## config.mk

```make
export PLATFORM = sky130hd
export DESIGN_NAME = a2m_cell
export DESIGN_NICKNAME = d
export VERILOG_FILES = /design/src/rtl/a2m_pkg.sv /design/src/rtl/a2m_cell.sv
export SDC_FILE = /design/constraint.sdc
export NUM_CORES = 1
export LEC_CHECK = 0
export ABC_AREA = 1
export BUFFER_PORTS_ARGS = -buffer_cell sky130_fd_sc_hd__buf_4
export CAP_MARGIN = 20
export CORE_AREA = 2 2 278 170
export DETAILED_ROUTE_END_ITERATION = 7
export DIE_AREA = 0 0 280 172
export HOLD_SLACK_MARGIN = 0.05
export PLACE_DENSITY_LB_ADDON = 0.3
export SKIP_CTS_REPAIR_TIMING = 1
export SYNTH_ARGS = -nofsm -noshare
export SYNTH_HDL_FRONTEND = slang
export SYNTH_SLANG_ARGS = --single-unit
```

## constraint.sdc

```tcl
create_clock -name aclk -period 27.4 [get_ports aclk]
set_input_delay 2.74 -clock aclk [delete_from_list [all_inputs] [get_ports aclk]]
set_output_delay 2.74 -clock aclk [all_outputs]
set_load 0.05 [all_outputs]
```

## src/rtl/a2m_pkg.sv

```systemverilog
package a2m_pkg;

    localparam int CORDIC_STAGES = 16;
    localparam int ATAN_ENTRIES  = 24;
    localparam int NUM_CELLS     = (CORDIC_STAGES < ATAN_ENTRIES) ? CORDIC_STAGES : ATAN_ENTRIES;
    localparam int IDX_W         = $clog2(ATAN_ENTRIES);

    localparam int XY_W  = 34;
    localparam int Z_W   = 33;
    localparam int ANG_W = 14;

    localparam int ANG_FULL        = 23040;
    localparam int ANG_HALF        = 11520;
    localparam int ANG_QUARTER     = 5760;
    localparam int DEG64_TO_Q30    = 292818;
    localparam int CORDIC_GAIN_Q30 = 652032874;

    typedef struct packed {
        logic signed [15:0] shift_x;
        logic signed [15:0] shift_y;
        logic signed [23:0] pivot_x;
        logic signed [23:0] pivot_y;
        logic        [15:0] zoom;
        logic               neg;
    } a2m_item_t;

    typedef struct packed {
        a2m_item_t              item;
        logic signed [XY_W-1:0] x;
        logic signed [XY_W-1:0] y;
        logic signed [Z_W-1:0]  z;
    } a2m_flow_t;

    typedef struct packed {
        logic signed [47:0] offset_y;
        logic signed [47:0] offset_x;
        logic signed [31:0] coef_yy;
        logic signed [31:0] coef_yx;
        logic signed [31:0] coef_xy;
        logic signed [31:0] coef_xx;
    } a2m_result_t;

    function automatic logic signed [Z_W-1:0] atan_q30(input logic [IDX_W-1:0] idx);
        logic signed [Z_W-1:0] v;
        case (idx)
            5'd0:    v = Z_W'(843314856);
            5'd1:    v = Z_W'(497837829);
            5'd2:    v = Z_W'(263043836);
            5'd3:    v = Z_W'(133525158);
            5'd4:    v = Z_W'(67021686);
            5'd5:    v = Z_W'(33543515);
            5'd6:    v = Z_W'(16775850);
            5'd7:    v = Z_W'(8388437);
            5'd8:    v = Z_W'(4194282);
            5'd9:    v = Z_W'(2097149);
            5'd10:   v = Z_W'(1048575);
            5'd11:   v = Z_W'(524287);
            5'd12:   v = Z_W'(262143);
            5'd13:   v = Z_W'(131071);
            5'd14:   v = Z_W'(65535);
            5'd15:   v = Z_W'(32767);
            5'd16:   v = Z_W'(16383);
            5'd17:   v = Z_W'(8191);
            5'd18:   v = Z_W'(4095);
            5'd19:   v = Z_W'(2047);
            5'd20:   v = Z_W'(1023);
            5'd21:   v = Z_W'(511);
            5'd22:   v = Z_W'(255);
            5'd23:   v = Z_W'(127);
            default: v = '0;
        endcase
        return v;
    endfunction

endpackage

```

## src/rtl/a2m_cell.sv

```systemverilog
module a2m_cell (
    input  logic                       aclk,
    input  logic                       aresetn,
    input  logic [a2m_pkg::IDX_W-1:0]  stage_idx,
    input  logic                       in_valid,
    output logic                       in_ready,
    input  a2m_pkg::a2m_flow_t         in_flow,
    output logic                       out_valid,
    input  logic                       out_ready,
    output a2m_pkg::a2m_flow_t         out_flow
);

    logic                                valid_reg;
    a2m_pkg::a2m_flow_t                  flow_reg;
    a2m_pkg::a2m_flow_t                  flow_next;
    logic signed [a2m_pkg::XY_W-1:0]     x_in;
    logic signed [a2m_pkg::XY_W-1:0]     y_in;
    logic signed [a2m_pkg::XY_W-1:0]     x_sh;
    logic signed [a2m_pkg::XY_W-1:0]     y_sh;
    logic signed [a2m_pkg::Z_W-1:0]      z_in;
    logic signed [a2m_pkg::Z_W-1:0]      ang;

    always_comb begin
        x_in = in_flow.x;
        y_in = in_flow.y;
        z_in = in_flow.z;
        x_sh = x_in >>> stage_idx;
        y_sh = y_in >>> stage_idx;
        ang  = a2m_pkg::atan_q30(stage_idx);
        flow_next      = in_flow;
        if (!z_in[a2m_pkg::Z_W-1]) begin
            flow_next.x = x_in - y_sh;
            flow_next.y = y_in + x_sh;
            flow_next.z = z_in - ang;
        end else begin
            flow_next.x = x_in + y_sh;
            flow_next.y = y_in - x_sh;
            flow_next.z = z_in + ang;
        end
    end

    assign in_ready  = !valid_reg || out_ready;
    assign out_valid = valid_reg;
    assign out_flow  = flow_reg;

    always_ff @(posedge aclk) begin
        if (!aresetn) begin
            valid_reg <= 1'b0;
        end else if (in_ready) begin
            valid_reg <= in_valid;
        end
    end

    always_ff @(posedge aclk) begin
        if (in_ready && in_valid) begin
            flow_reg <= flow_next;
        end
    end

    a_hold_stalled: assert property (@(posedge aclk) disable iff (!aresetn)
        valid_reg && !out_ready |=> valid_reg && $stable(flow_reg))
        else $error("cell dropped or changed a stalled beat");

    a_ready_when_empty: assert property (@(posedge aclk) disable iff (!aresetn)
        !valid_reg |-> in_ready)
        else $error("empty cell refused a beat");

endmodule

```

---- Word level (Yosys, flattened, before mapping) ----
Memories as Yosys holds them, arrays and structs flattened.
Index checks and enable logic that the tools add are counted.
cells by class
  $add $sub $neg .......................... 6
  shift-type cells ........................ 2
  multiplexer cells ....................... 1
  reductions and logical operators ........ 3
operator list
  kind                          count
  2-to-1 mux 101 bit            1
  adder 34 bit                  2
  >>> shifter 34 x 5 -> 34 bit  2
  subtractor 34 bit             2
  adder 33 bit                  1
  subtractor 33 bit             1
  logical AND 1 bit             1
  logical NOT 1 bit             1
  logical OR 1 bit              1
storage, ports and cells
  memories kept ........................... 1
  output and inout bits ................... 200
  bits in registers ....................... 199
  word-level logic and storage cells ...... 23
  bits in read-only memories .............. 960
  input port bits ......................... 207
memories
  memory           depth  width  read ports  clocked after memory_dff  write ports  line           text
  (no name shown)  32     30     1           0                         0            a2m_pkg.sv:45  case (idx)

---- Depth between registers and ports, before layout ----
  word-level depth ........................ 3
  gate-level depth with buffers ........... 38
  depth with buffers taken out ............ 37

---- Least setup slack after synthesis ----
Ideal clock, no wire load.
  kind .................................... input to register
  start ................................... input port in_valid
  end ..................................... register flow_reg (netlist bit out_flow[0]), enable pin
  stages .................................. 2
  arrival ................................. 12.283 ns
  slack ................................... 14.296 ns
  library setup time ...................... 0.821 ns
  path buffers ............................ 0
  data required time ...................... 26.579 ns
  cells stage by stage .................... inv_1 > a21oi_1
between the ends
  cells in the longest elaborated chain, start to end .. 1
RTL lines
  element                 line            text
  start: declaration      a2m_cell.sv:5   input logic in_valid,
  logical AND 1 bit       a2m_cell.sv:55  if (in_ready && in_valid) begin
  end signal: assignment  a2m_cell.sv:56  flow_reg <= flow_next;
  end: declaration        a2m_cell.sv:14  a2m_pkg::a2m_flow_t flow_reg;
Every way passes these cells.
A chain may end at the register's enable or synchronous reset.

==> impl_metrics.tcl <==
set metrics [dict create \
    rows 61 \
    power_mw 1.36 \
    globalplace.congestion 1.01 \
    numPortBuffers 406 \
    internal-power_mw 0.739 \
    timing.rr.start "out_valid" \
    worst-path-stages 28 \
    min_from "out_valid" \
    coreArea_um2 45700 \
    power.share.clock_pct 19.7 \
    peakVddDrop_mv 0.0324 \
    synthDistinctLibCells 55 \
    rsz0062_at_grt "false" \
    place_inst 3427 \
    die_w_um 280 \
    reg2reg_depth 3 \
    grt_max_degree 77 \
    critical_path_peak_fanout 76 \
    crit_top_cell "nand2_1" \
    yosysSeqAreaShare_pct 33.1 \
    crit_family "simple AND/OR/NAND/NOR gates" \
    cts-buffers-inserted 17 \
    synth_ff_type "edfxtp_1" \
    finalSetupViolCount 0 \
    die_h_um 172 \
    startpoint_type "primary input" \
    combPwrFrac_pct 49.8 \
    ant_nets 0 \
    yosysTopAreaCellShare_pct 33.0 \
    synth-seq-cells 199 \
    cts_buffer_depth 2 \
    dr.pass1.iters 7 \
    cp-startpoint "stage_idx[0]" \
    drive_gt1_share_pct 18.9 \
    crit_type "primary input to flop" \
    clk_latency_ps 490 \
    crit_buf_inv 6 \
    post_synth_main_area_contributors "edfxtp_1 33%, nand2_1 16%, nand3_1 10%, ha_1 7.4%, xor2_1 5.7%" \
    fin_tns_setup_ps 0 \
    fin_worst_skew_ps 14.6 \
    cts_tree "yes" \
    final_cells 3459 \
    place_area_um2 21400 \
    routed_wire_length_per_instance_um 19.4 \
    routed_wl_mm 67.2 \
    slew_violations 0 \
    final_net_count 3164 \
    htree_num_levels 4 \
    min_period_ps 7930 \
    switchingPower_mw 0.617 \
    finalInstanceArea_um2 22000 \
    end_kind "flop" \
    syn_avg_cell_area_um2 7.25 \
    synthTopCellsByCount "759 x nand2_1, 364 x nand3_1, 228 x inv_1" \
    yosysMostFrequentCell "nand2_1" \
    hold_viol_final 0 \
    max_freq_mhz 126 \
    max_stage_delay_ps 790 \
    finalCritPeriodShare_pct 28.9 \
    crit_required_ps 27650 \
    min_path_type "flop to flop" \
    async_flop_share_pct 0 \
    cp.arrival_ps 8180 \
    seqPwrFrac_pct 30.4 \
    ys_warn_count 0 \
    max_slew_margin_pct 34.1 \
    whs_path_depth 2 \
    drtIter0Drc 2434 \
    netlist_area_um2 18000 \
    yosys.area.top_type "edfxtp_1" \
    antenna_found_initial 0 \
    drv_cap 0 \
    leakagePower_nw 10.6 \
    worst_pin_slew_ps 988 \
    synth_nets 2803 \
    grt_overflow_total 0 \
    vias 18900 \
    synthCells 2487 \
    vias_per_cell 5.47 \
    grt_pass1_vias 16700 \
    die_area_um2 48200 \
    area_growth_syn_to_layout_pct 22.1 \
    drc 0 \
    crit_slowest_cell "nor4_1" \
    clk_pin_slew_ps 90 \
    powerDensity_nw_per_um2 61.6 \
    root_buffer "clkbuf_16" \
    status "finished, final reports clean" \
    grt_usage_pct 26.8 \
    start_util_pct 39.4 \
    grt_pass1_wl_mm 99.0 \
    dpl.hpwl_mm 54.6 \
    swShare_pct 45.5 \
    synth_enable_flop_cells 198 \
    ios 407 \
    antenna_cells 0 \
    cts.sinks 199 \
]
==> tightest hold or removal path, delay by kind of cell, from the launching register on <==
| kind | cells | cell delay (ps) |
|---|---|---|
| AO/OA/AOI/OAI | 1 | 80 |
| AND/OR/NAND/NOR | 1 | 100 |
| flip-flops | 1 | 350 |
==> routing by layer <==
metal	vias up	routed length (um)	global-route usage (%)
li1	9067	-	-
met1	8851	32100	41.4
met2	929	27900	37.8
met3	58	6290	5.45
met4	0	826	5.53
met5	-	0	0
==> registers in the layout, indices dropped and copies added, names as in the netlist <==
name,flops
out_flow,198
out_valid,1
==> stage by stage <==
| step | worst slack (ps) | hold WS (ps) | utilization [%] |
|---|---|---|---|
| detailed placement | 19150 | 571 | 46.9 |
| floorplan | 14300 | 1110 | - |
| global route | 19070 | 647 | 48.2 |
| CTS | 19700 | 584 | 48.2 |
| finish | 19470 | 583 | 48.2 |
| global placement | 19280 | 553 | 46.9 |
==> final timing paths <==
path	slack, ps	end
max	19470	out_flow[66]
min	580	out_valid
max reg2reg	24400	out_flow[14]
min reg2reg	580	out_valid
==> area by class of cell <==
cell class | instances | area [um^2]
Inverter | 245 | 922
Sequential cell | 199 | 5970
Timing Repair Buffer | 419 | 3150
Clock inverter | 13 | 158
Tap cell | 598 | 748
Multi-Input combinational cell | 1966 | 10700
Clock buffer | 19 | 433
Fill cell | 4627 | 23700
==> cell usage in the layout, fill, tap and decap left out, types with 21 or more instances in the layout <==
cell type	Yosys	layout
nand2_1	759	759
buf_4	8	419
nand3_1	364	364
inv_1	228	228
edfxtp_1	198	198
nor2_1	162	161
a21oi_1	127	126
xor2_1	118	118
ha_1	106	106
o21ai_0	76	76
xnor2_1	48	48
a31oi_1	24	24
nand4_1	22	22
nand2_2	21	21
==> cells by family (layout without fill, tap and decap cells) <==
logic type | count (synthesis) | count (layout) | synth area share (%)
compound gates | 295 | 295 | 9.37
xor+xnor | 166 | 166 | 8.06
fa+ha+maj | 109 | 109 | 7.69
buf+inv | 322 | 696 | 7.91
flops | 199 | 199 | 33.1
simple gates | 1396 | 1396 | 33.9
==> power by group through the flow <==
stage | combinational, mW | clock [mW] | sequential (mW)
after floorplan | 0.316 | 0 | 0.577
after global placement | 0.662 | 0 | 0.419
after detailed placement | 0.664 | 0 | 0.420
after CTS | 0.668 | 0.275 | 0.413
after global routing | 0.727 | 0.283 | 0.418
final | 0.675 | 0.268 | 0.413
Power figures use the tool's default switching activity.
